--- src/hdl/motor_holding_brake_control_unit_assert.svh ---
// ----------------------------------------------------------------------------
// Holding-brake control: assertion macros
// Shorthand for the clocked, reset-qualified checks at the end of the top level.
// ----------------------------------------------------------------------------
`ifndef MOTOR_HOLDING_BRAKE_CONTROL_UNIT_ASSERT_SVH
`define MOTOR_HOLDING_BRAKE_CONTROL_UNIT_ASSERT_SVH

// Same-cycle implication
`define MHB_ASSERT_IMP(label, clk, rst, ante, cons, msg) \
   label: assert property (@(posedge clk) disable iff (rst) (ante) |-> (cons)) \
      else $error(msg);

// Next-cycle implication
`define MHB_ASSERT_NXT(label, clk, rst, ante, cons, msg) \
   label: assert property (@(posedge clk) disable iff (rst) (ante) |=> (cons)) \
      else $error(msg);

`endif

--- src/hdl/mhb_pkg.sv ---
// ----------------------------------------------------------------------------
// Holding-brake control package
// Widths, register codes, shared types and the saturating absolute value.
// ----------------------------------------------------------------------------
package mhb_pkg;

   // Delay counter width
   localparam int DelayBits   = 16;
   localparam int CfgDataBits = 16;
   localparam int VelBits     = 32;
   localparam int AbsBits     = VelBits - 1;

   // Low-speed threshold is the setting times this scale
   localparam int unsigned SpeedScale = 2200;
   localparam int ThreshBits =
      $clog2(((2 ** CfgDataBits) - 1) * SpeedScale + 1);

   // Register indexes
   localparam int CsrIndexBits = 2;
   typedef logic [CsrIndexBits-1:0] csr_index_type;
   localparam csr_index_type RegReleaseDelay = csr_index_type'(0);
   localparam csr_index_type RegEngageDelay  = csr_index_type'(1);
   localparam csr_index_type RegStopSpeed    = csr_index_type'(2);

   typedef logic [CfgDataBits-1:0]    cfg_data_type;
   typedef logic signed [VelBits-1:0] vel_type;
   typedef logic [AbsBits-1:0]        abs_type;
   typedef logic [ThreshBits-1:0]     thresh_type;
   typedef logic [DelayBits-1:0]      delay_type;
   typedef logic [1:0]                lsc_type;

   // Consecutive low-speed ticks that engage the brake
   localparam lsc_type LowSpeedTicks = lsc_type'(3);

   // Settings as seen by the step logic
   typedef struct packed {
      cfg_data_type release_delay;
      cfg_data_type engage_delay;
      thresh_type   speed_thresh;
   } cfg_type;

   // One registered tick
   typedef struct packed {
      logic    run_command;
      logic    drive_ready;
      abs_type abs_filtered;
      abs_type abs_feedback;
   } tick_type;

   // Brake state seen outside the step logic
   typedef struct packed {
      logic    brake_open;
      lsc_type low_speed_count;
   } status_type;

   // Absolute value; the most negative input saturates to the largest positive
   function automatic abs_type sat_abs(input vel_type v);
      logic [VelBits-1:0] neg;
      neg = ~v + 1'b1;
      if (!v[VelBits-1]) begin
         return v[AbsBits-1:0];
      end else if (v[AbsBits-1:0] == '0) begin
         return '1;
      end else begin
         return neg[AbsBits-1:0];
      end
   endfunction

endpackage

--- src/hdl/mhb_if.sv ---
// ----------------------------------------------------------------------------
// Holding-brake control channels
// Tick, result and register-write channels with valid/ready handshakes.
// ----------------------------------------------------------------------------
interface mhb_req_if;
   import mhb_pkg::*;
   logic    valid;
   logic    ready;
   logic    run_command;
   logic    drive_ready;
   vel_type speed_filtered;
   vel_type speed_feedback;
   modport source (output valid, output run_command, output drive_ready,
                   output speed_filtered, output speed_feedback, input ready);
   modport sink   (input valid, input run_command, input drive_ready,
                   input speed_filtered, input speed_feedback, output ready);
endinterface

interface mhb_rsp_if;
   logic valid;
   logic ready;
   logic brake_released;
   modport source (output valid, output brake_released, input ready);
   modport sink   (input valid, input brake_released, output ready);
endinterface

interface mhb_csr_if;
   import mhb_pkg::*;
   logic          valid;
   logic          ready;
   csr_index_type index;
   cfg_data_type  data;
   modport source (output valid, output index, output data, input ready);
   modport sink   (input valid, input index, input data, output ready);
endinterface

--- src/hdl/motor_holding_brake_control_unit.sv ---
// ----------------------------------------------------------------------------
// Motor holding-brake control unit
// Input register, step logic and result handshake for the holding brake.
// ----------------------------------------------------------------------------
// Takes one control tick per clock cycle. A tick is captured in the input
// register (absolute velocities formed on the way in); when it moves on, the
// step logic registers the new brake state and counters, and that brake state
// is presented as the result item. Throughput is one tick per cycle while
// results are taken;
// a stalled result holds the step logic and, once the input register is full,
// the input channel. Settings are written through the register channel,
// which is always ready; the low-speed setting is scaled by 2200 on write.
`include "motor_holding_brake_control_unit_assert.svh"

module motor_holding_brake_control_unit (
   input  logic       clock,
   input  logic       reset,
   mhb_req_if.sink    req_if,
   mhb_rsp_if.source  rsp_if,
   mhb_csr_if.sink    csr_if
);
   import mhb_pkg::*;

   cfg_type    cfg;
   status_type status;
   tick_type   tick_ff, tick_in;
   logic       in_valid_ff, in_valid_in;
   logic       rsp_valid_ff, rsp_valid_in;
   logic       req_take;
   logic       advance;
   logic       brake_open;
   logic       stop_shut;
   logic       run_open;
   logic       lsc_at_limit;

   mhb_csr u_csr (
      .clock  (clock),
      .reset  (reset),
      .csr_if (csr_if),
      .cfg    (cfg)
   );

   // Move the held item on when the result slot is free or being emptied
   assign advance        = in_valid_ff && (!rsp_valid_ff || rsp_if.ready);
   assign req_if.ready   = !in_valid_ff || advance;
   assign req_take       = req_if.valid && req_if.ready;

   // Capture the tick with absolute velocities
   assign tick_in.run_command  = req_if.run_command;
   assign tick_in.drive_ready  = req_if.drive_ready;
   assign tick_in.abs_filtered = sat_abs(req_if.speed_filtered);
   assign tick_in.abs_feedback = sat_abs(req_if.speed_feedback);

   always_comb begin
      in_valid_in = in_valid_ff;
      if (req_take) begin
         in_valid_in = 1'b1;
      end else if (advance) begin
         in_valid_in = 1'b0;
      end
   end

   always_comb begin
      rsp_valid_in = rsp_valid_ff;
      if (advance) begin
         rsp_valid_in = 1'b1;
      end else if (rsp_if.ready) begin
         rsp_valid_in = 1'b0;
      end
   end

   always_ff @(posedge clock) begin
      if (reset) begin
         in_valid_ff  <= 1'b0;
         rsp_valid_ff <= 1'b0;
      end else begin
         in_valid_ff  <= in_valid_in;
         rsp_valid_ff <= rsp_valid_in;
      end
   end

   // Hold the payload until the next item arrives
   always_ff @(posedge clock) begin
      if (req_take) begin
         tick_ff <= tick_in;
      end
   end

   mhb_step u_step (
      .clock   (clock),
      .reset   (reset),
      .advance (advance),
      .tick    (tick_ff),
      .cfg     (cfg),
      .status  (status)
   );

   // Brake state after the last tick is the result
   assign rsp_if.valid          = rsp_valid_ff;
   assign rsp_if.brake_released = status.brake_open;

   // Checks
   assign brake_open   = status.brake_open;
   assign stop_shut    = advance && !tick_ff.run_command && !status.brake_open;
   assign run_open     = advance && tick_ff.run_command && status.brake_open;
   assign lsc_at_limit = status.low_speed_count == LowSpeedTicks;

   `MHB_ASSERT_NXT(a_result_loaded, clock, reset, advance, rsp_valid_ff, "result not loaded")
   `MHB_ASSERT_NXT(a_stop_never_opens, clock, reset, stop_shut, !brake_open, "opened on stop")
   `MHB_ASSERT_NXT(a_run_never_closes, clock, reset, run_open, brake_open, "engaged on run")
   `MHB_ASSERT_IMP(a_lsc_bound, clock, reset, 1'b1, !lsc_at_limit, "low-speed count at limit")

endmodule

--- src/hdl/mhb_csr.sv ---
// ----------------------------------------------------------------------------
// Holding-brake control registers
// Holds the delay settings and the pre-scaled low-speed threshold.
// ----------------------------------------------------------------------------
module mhb_csr (
   input  logic             clock,
   input  logic             reset,
   mhb_csr_if.sink          csr_if,
   output mhb_pkg::cfg_type cfg
);
   import mhb_pkg::*;

   cfg_data_type release_ff, release_in;
   cfg_data_type engage_ff, engage_in;
   thresh_type   thresh_ff, thresh_in;
   logic         wr_en;

   // Writes are always taken
   assign csr_if.ready = 1'b1;
   assign wr_en        = csr_if.valid;

   // Decode the write; scale the speed setting once here
   always_comb begin
      release_in = release_ff;
      engage_in  = engage_ff;
      thresh_in  = thresh_ff;
      if (wr_en) begin
         unique case (csr_if.index)
            RegReleaseDelay: release_in = csr_if.data;
            RegEngageDelay:  engage_in  = csr_if.data;
            RegStopSpeed:    thresh_in  = ThreshBits'(csr_if.data * SpeedScale);
            default: ;
         endcase
      end
   end

   always_ff @(posedge clock) begin
      if (reset) begin
         release_ff <= '0;
         engage_ff  <= '0;
         thresh_ff  <= '0;
      end else begin
         release_ff <= release_in;
         engage_ff  <= engage_in;
         thresh_ff  <= thresh_in;
      end
   end

   assign cfg.release_delay = release_ff;
   assign cfg.engage_delay  = engage_ff;
   assign cfg.speed_thresh  = thresh_ff;

endmodule

--- src/hdl/mhb_step.sv ---
// ----------------------------------------------------------------------------
// Holding-brake step logic
// Brake state and delay / low-speed counters, advanced once per tick.
// ----------------------------------------------------------------------------
module mhb_step (
   input  logic                clock,
   input  logic                reset,
   input  logic                advance,
   input  mhb_pkg::tick_type   tick,
   input  mhb_pkg::cfg_type    cfg,
   output mhb_pkg::status_type status
);
   import mhb_pkg::*;

   delay_type         rel_ff, rel_in;
   delay_type         eng_ff, eng_in;
   lsc_type           lsc_ff, lsc_in;
   logic              brake_ff, brake_in;
   delay_type         rel_lim;
   delay_type         eng_lim;
   logic [AbsBits:0]  speed_sum;
   abs_type           speed_mean;
   logic              low_speed;
   lsc_type           lsc_inc;

   // Settings taken to counter width
   assign rel_lim = DelayBits'(cfg.release_delay);
   assign eng_lim = DelayBits'(cfg.engage_delay);

   // Mean of the two absolute velocities against the threshold
   assign speed_sum  = {1'b0, tick.abs_filtered} + {1'b0, tick.abs_feedback};
   assign speed_mean = speed_sum[AbsBits:1];
   assign low_speed  = speed_mean <= AbsBits'(cfg.speed_thresh);
   assign lsc_inc    = lsc_ff + 1'b1;

   // Next state for one tick
   always_comb begin
      rel_in   = rel_ff;
      eng_in   = eng_ff;
      lsc_in   = lsc_ff;
      brake_in = brake_ff;
      if (tick.run_command) begin
         if (rel_ff < rel_lim) begin
            rel_in = rel_ff + 1'b1;
         end else if (tick.drive_ready) begin
            brake_in = 1'b1;
            eng_in   = '0;
            lsc_in   = '0;
         end
      end else begin
         // low-speed run of ticks
         if (low_speed) begin
            if (lsc_inc == LowSpeedTicks) begin
               brake_in = 1'b0;
               rel_in   = '0;
               lsc_in   = '0;
            end else begin
               lsc_in = lsc_inc;
            end
         end else begin
            lsc_in = '0;
         end
         // forced engage after the stop delay
         if (eng_ff < eng_lim) begin
            eng_in = eng_ff + 1'b1;
         end else begin
            brake_in = 1'b0;
            rel_in   = '0;
         end
      end
   end

   always_ff @(posedge clock) begin
      if (reset) begin
         rel_ff   <= '0;
         eng_ff   <= '0;
         lsc_ff   <= '0;
         brake_ff <= 1'b0;
      end else if (advance) begin
         rel_ff   <= rel_in;
         eng_ff   <= eng_in;
         lsc_ff   <= lsc_in;
         brake_ff <= brake_in;
      end
   end

   assign status.brake_open      = brake_ff;
   assign status.low_speed_count = lsc_ff;

endmodule

--- src/flat_wrapper.sv ---
// flat-port wrapper written by rule: the top's interface ports become plain ports
module motor_holding_brake_control_unit_flat import mhb_pkg::*;
  (clock, reset, req_if_valid, req_if_run_command, req_if_drive_ready, req_if_speed_filtered, req_if_speed_feedback, req_if_ready, rsp_if_valid, rsp_if_brake_released, rsp_if_ready, csr_if_valid, csr_if_index, csr_if_data, csr_if_ready);
  mhb_req_if req_if_i ();
  mhb_rsp_if rsp_if_i ();
  mhb_csr_if csr_if_i ();
  input  logic clock;
  input  logic reset;
  input wire logic [$bits(req_if_i.valid)-1:0] req_if_valid;
  input wire logic [$bits(req_if_i.run_command)-1:0] req_if_run_command;
  input wire logic [$bits(req_if_i.drive_ready)-1:0] req_if_drive_ready;
  input wire logic [$bits(req_if_i.speed_filtered)-1:0] req_if_speed_filtered;
  input wire logic [$bits(req_if_i.speed_feedback)-1:0] req_if_speed_feedback;
  output wire logic [$bits(req_if_i.ready)-1:0] req_if_ready;
  output wire logic [$bits(rsp_if_i.valid)-1:0] rsp_if_valid;
  output wire logic [$bits(rsp_if_i.brake_released)-1:0] rsp_if_brake_released;
  input wire logic [$bits(rsp_if_i.ready)-1:0] rsp_if_ready;
  input wire logic [$bits(csr_if_i.valid)-1:0] csr_if_valid;
  input wire logic [$bits(csr_if_i.index)-1:0] csr_if_index;
  input wire logic [$bits(csr_if_i.data)-1:0] csr_if_data;
  output wire logic [$bits(csr_if_i.ready)-1:0] csr_if_ready;
  assign req_if_i.valid = req_if_valid;
  assign req_if_i.run_command = req_if_run_command;
  assign req_if_i.drive_ready = req_if_drive_ready;
  assign req_if_i.speed_filtered = req_if_speed_filtered;
  assign req_if_i.speed_feedback = req_if_speed_feedback;
  assign req_if_ready = req_if_i.ready;
  assign rsp_if_valid = rsp_if_i.valid;
  assign rsp_if_brake_released = rsp_if_i.brake_released;
  assign rsp_if_i.ready = rsp_if_ready;
  assign csr_if_i.valid = csr_if_valid;
  assign csr_if_i.index = csr_if_index;
  assign csr_if_i.data = csr_if_data;
  assign csr_if_ready = csr_if_i.ready;
  motor_holding_brake_control_unit u_core (.clock(clock), .reset(reset), .req_if(req_if_i), .rsp_if(rsp_if_i), .csr_if(csr_if_i));
endmodule
--- config.mk ---
export PLATFORM = sky130hd
export DESIGN_NAME = motor_holding_brake_control_unit_flat
export DESIGN_NICKNAME = d
export VERILOG_FILES = /design/src/hdl/mhb_pkg.sv /design/src/hdl/mhb_if.sv /design/src/hdl/motor_holding_brake_control_unit.sv /design/src/hdl/mhb_csr.sv /design/src/hdl/mhb_step.sv /design/src/flat_wrapper.sv
export VERILOG_INCLUDE_DIRS = /design/src /design/src/hdl
export SDC_FILE = /design/constraint.sdc
export NUM_CORES = 1
export LEC_CHECK = 0
export ABC_AREA = 1
export ABC_CLOCK_PERIOD_IN_PS = 4500
export BUFFER_PORTS_ARGS = -buffer_cell sky130_fd_sc_hd__buf_2
export CAP_MARGIN = 20
export CELL_PAD_IN_SITES_DETAIL_PLACEMENT = 2
export CELL_PAD_IN_SITES_GLOBAL_PLACEMENT = 2
export CORE_MARGIN = 2
export CORE_UTILIZATION = 35
export CTS_CLUSTER_DIAMETER = 60
export CTS_CLUSTER_SIZE = 30
export DETAILED_ROUTE_END_ITERATION = 6
export PLACE_DENSITY_LB_ADDON = 0.1
export SLEW_MARGIN = 15
export SYNTH_ARGS = -nofsm -noshare
export SYNTH_HDL_FRONTEND = slang
export SYNTH_SLANG_ARGS = --single-unit
--- constraint.sdc ---
create_clock -name clock -period 4.5 [get_ports clock]
set_clock_uncertainty 0.1 [all_clocks]
set_input_delay 0.225 -clock clock [delete_from_list [all_inputs] [get_ports clock]]
set_output_delay 0.225 -clock clock [all_outputs]
set_load 0.02 [all_outputs]
==> impl_metrics.toml <==
[clock_tree]
postCtsSetupBuffers = 0
clockBufferDepth = 2
cts_tree = "done"
htreeDepth = 4
clkLatencyLatePin_ns = 0.45
path_clk_slew_ns = 0.07
root_buffer = "clkbuf_16"
cts.sinks = 158
cts_made_buffers = 17

[drt]
drc = 0
via_per_inst = 5.20
wire_per_inst_um = 17.7
ant_nets = 0
dr.first_iter.drc_count = 287
num_vias = 12100
drt-total-wl_um = 41300
firstDrtPassIters = 5

[floorplan]
start_util_pct = 35.6
row_count = 70
io_pins = 93
dieArea_um2 = 38900
die_h_um = 197
die_x_um = 197
coreArea_um2 = 36700

[critical_path]
crit_path_start_kind = "flop"
path_class = "reg -> reg"
timing.rr.end = "u_core.u_step.rel_ff[6]"
critical_path_required_ns = 4.75
cp.arrival_ns = 4.39
r2r_setup_slack_ns = 0.35
critPathMaxFanout = 20
rr_worst_depth = 22
crit_path_end_kind = "flop"
r2r-start = "u_core.tick_ff[3]"

[yosys]
synthCells = 1760
synth_common_cells = "nand2_1, inv_1, a21oi_1"
synth_fp_nets = 2037
ys_async_sr_fraction_pct = 0
synth_edf_count = 64
yosysTopAreaCell = "ha_1"
syn_area_um2 = 13100
synth_cell_types = 49
yosysMostFrequentCell = "nand2_1"
synthFlopType = "dfxtp_1"
synth_top_area_share_pct = 15.8
yosys_warnings = 0
yosysSeqAreaShare_pct = 29.1
synth_seq_cells = 158
ys_top_cells_by_area = "ha_1, edfxtp_1, dfxtp_1"
avgSynthCellArea_um2 = 7.42

[grt]
grt_pass1_vias = 13400
grt_pass1_wl_um = 67500
grt_max_degree = 48
antenna_found_initial = 0
grt_use_total_pct = 22.0
overflow = 0

[timing]
worst_slack_ns = 0.353
worst_pin_slew_ns = 0.851
slew-limit-headroom_pct = 43.2
timing.final.crit_share_pct = 92.2
period_minus_slack_ns = 4.15
final.setup.tns_ns = 0
drv_slew = 0
setup_viol = 0
finalHoldViolCount = 0
rsz0062_at_grt = "false"
max_clock_freq_ghz = 0.241

[worst_hold_path]
holdCritStartpoint = "req_if_speed_feedback[3]"
holdPathEnd = "u_core.tick_ff[3]"
holdPathStages = 3
hold_path_class = "in -> reg"

[placement]
io_buffer_count = 91
dp_hpwl_um = 33900
gp_congestion = 0.827
place_ws_ns = 0.163

[cells_and_area]
fill_cells = 4354
area_delta_synth_final_pct = 12.5
fin_util_pct = 40.0
fin_nets = 2124
insertedDiodeCount = 0
drive_above_1_share_pct = 11.9

[power]
p_int_w = 0.00311
p_comb_share_pct = 37.6
p_leak_nw = 6.82
p_clk_share_pct = 30.0
power_density_nw_per_um2 = 343
ir_drop_uv = 248
power.switching_w = 0.00193
pwr-share-seq_pct = 32.4
p_sw_share_pct = 38.3

[flow_run]
cap_violations = 0

[run_status]
status = "completed"
[per-stage QoR]
step	area (um2)	hold slack (ns)	std cells	total power (W)
after CTS	14700	0.00447	2328	0.00512
after floorplan	13100	0.224	1760	0.00297
after global routing	14700	0.0245	2328	0.00544
after global placement	14000	0.310	2288	0.00347
final	14700	0.0281	2328	0.00504
after detailed placement	14000	0.312	2288	0.00357
[sequential cells by signal, summed over array words and instances (netlist names)]
name	count
u_core.rsp_if.valid	1
u_core.u_csr.thresh_ff	25
u_core.tick_ff	64
u_core.u_csr.release_ff	16
u_core.u_step.rel_ff	16
u_core.u_step.lsc_ff	2
u_core.u_step.brake_ff	1
u_core.u_csr.engage_ff	16
u_core.u_step.eng_ff	16
u_core.in_valid_ff	1
[power by group through the flow]
stage / Combinational [W] / Clock (W) / Sequential (W)
finish: 0.00190 / 0.00151 / 0.00163
global route: 0.00218 / 0.00161 / 0.00164
CTS: 0.00193 / 0.00156 / 0.00164
detailed placement: 0.00190 / 0 / 0.00167
global placement: 0.00181 / 0 / 0.00166
floorplan: 0.00132 / 0 / 0.00165
[kinds of logic after synthesis]
| logic type | count (synthesis) | synth area share (%) |
|---|---|---|
| AOI/OAI and AO/OA | 333 | 13.6 |
| xor gates and xnor gates | 56 | 3.76 |
| adders and majority gates | 188 | 19.3 |
| buffers and inverters | 298 | 8.82 |
| DFF | 158 | 29.1 |
| other | 1 | 0.0287 |
| and+or+nand+nor | 726 | 25.3 |
[per-layer routing]
layer | track usage, % | wire (um)
met5 | 0 | 0
met4 | 6.38 | 730
met3 | 2.78 | 906
met2 | 42.0 | 21600
met1 | 25.5 | 18100
[cell usage in the layout, fill, tap and decap left out, types with 3 or more instances in the layout]
| master | instances |
|---|---|
| xnor2_1 | 22 |
| o21bai_1 | 7 |
| nor3b_1 | 3 |
| inv_1 | 255 |
| nand4_1 | 19 |
| nand2_1 | 316 |
| o21ai_1 | 3 |
| nor2_2 | 17 |
| inv_2 | 3 |
| dfxtp_1 | 94 |
| fa_1 | 23 |
| buf_2 | 91 |
| nor3_2 | 5 |
| nor3_1 | 42 |
| clkbuf_16 | 20 |
| xor2_1 | 34 |
| a21boi_0 | 3 |
| ha_1 | 165 |
| buf_4 | 8 |
| or2_2 | 25 |
| nand3b_1 | 11 |
| a21oi_1 | 167 |
| edfxtp_1 | 64 |
| o21ai_0 | 116 |
| inv_6 | 5 |
| nand3_1 | 94 |
| o211ai_1 | 13 |
| nor2_1 | 147 |
| nand2_2 | 27 |
| o31ai_1 | 3 |
| nand3_2 | 4 |
| a31oi_1 | 12 |
| nor4_1 | 9 |
| dlygate4sd3_1 | 8 |
[critical path, stage by stage, from the launching register on]
cell      delay, ns
edfxtp_1       0.37
ha_1           0.39
nand2_1        0.10
nand2_1        0.07
nand2_1        0.07
nand3_2        0.14
a21oi_2        0.23
o21ai_2        0.11
a21boi_0       0.32
o21ai_1        0.17
a21oi_1        0.23
o21ai_0        0.14
xor2_1         0.18
ha_1           0.33
nand4_1        0.10
a21oi_1        0.20
nand3_1        0.12
nand3_2        0.12
nand3_4        0.09
nand2_4        0.25
nand2_2        0.08
nand2_1        0.08
nor2_2         0.03
[final cells by class]
type | count | area (um2) | area share [%]
tap | 468 | 586 | 3.99
inverter | 258 | 968 | 6.59
sequential | 158 | 3800 | 25.9
clock inverter | 11 | 108 | 0.732
clock buffer | 21 | 504 | 3.43
timing repair buffer | 108 | 616 | 4.19
multi-input combinational | 1304 | 8110 | 55.2
[timing repair]
action	in CTS	in global routing
hold buffers	8	0
endpoints found under the hold margin	7	0
endpoints found under the setup margin	0	17
resized for setup	0	1
[how the worst max path moves through the flow]
stage,startpoint,end,slack (ns),cells after the start
after floorplan,csr_if_data[8],u_core.u_csr.thresh_ff[23],0.81,19
after global placement,csr_if_data[8],u_core.u_csr.thresh_ff[23],0.30,20
after detailed placement,csr_if_data[8],u_core.u_csr.thresh_ff[23],0.16,20
after CTS,u_core.tick_ff[3],u_core.u_step.rel_ff[9],0.22,22
after global routing,u_core.tick_ff[3],u_core.u_step.rel_ff[7],0.04,22
final,u_core.tick_ff[3],u_core.u_step.rel_ff[6],0.35,22
Note: power is estimated with default switching activity, not from simulation.
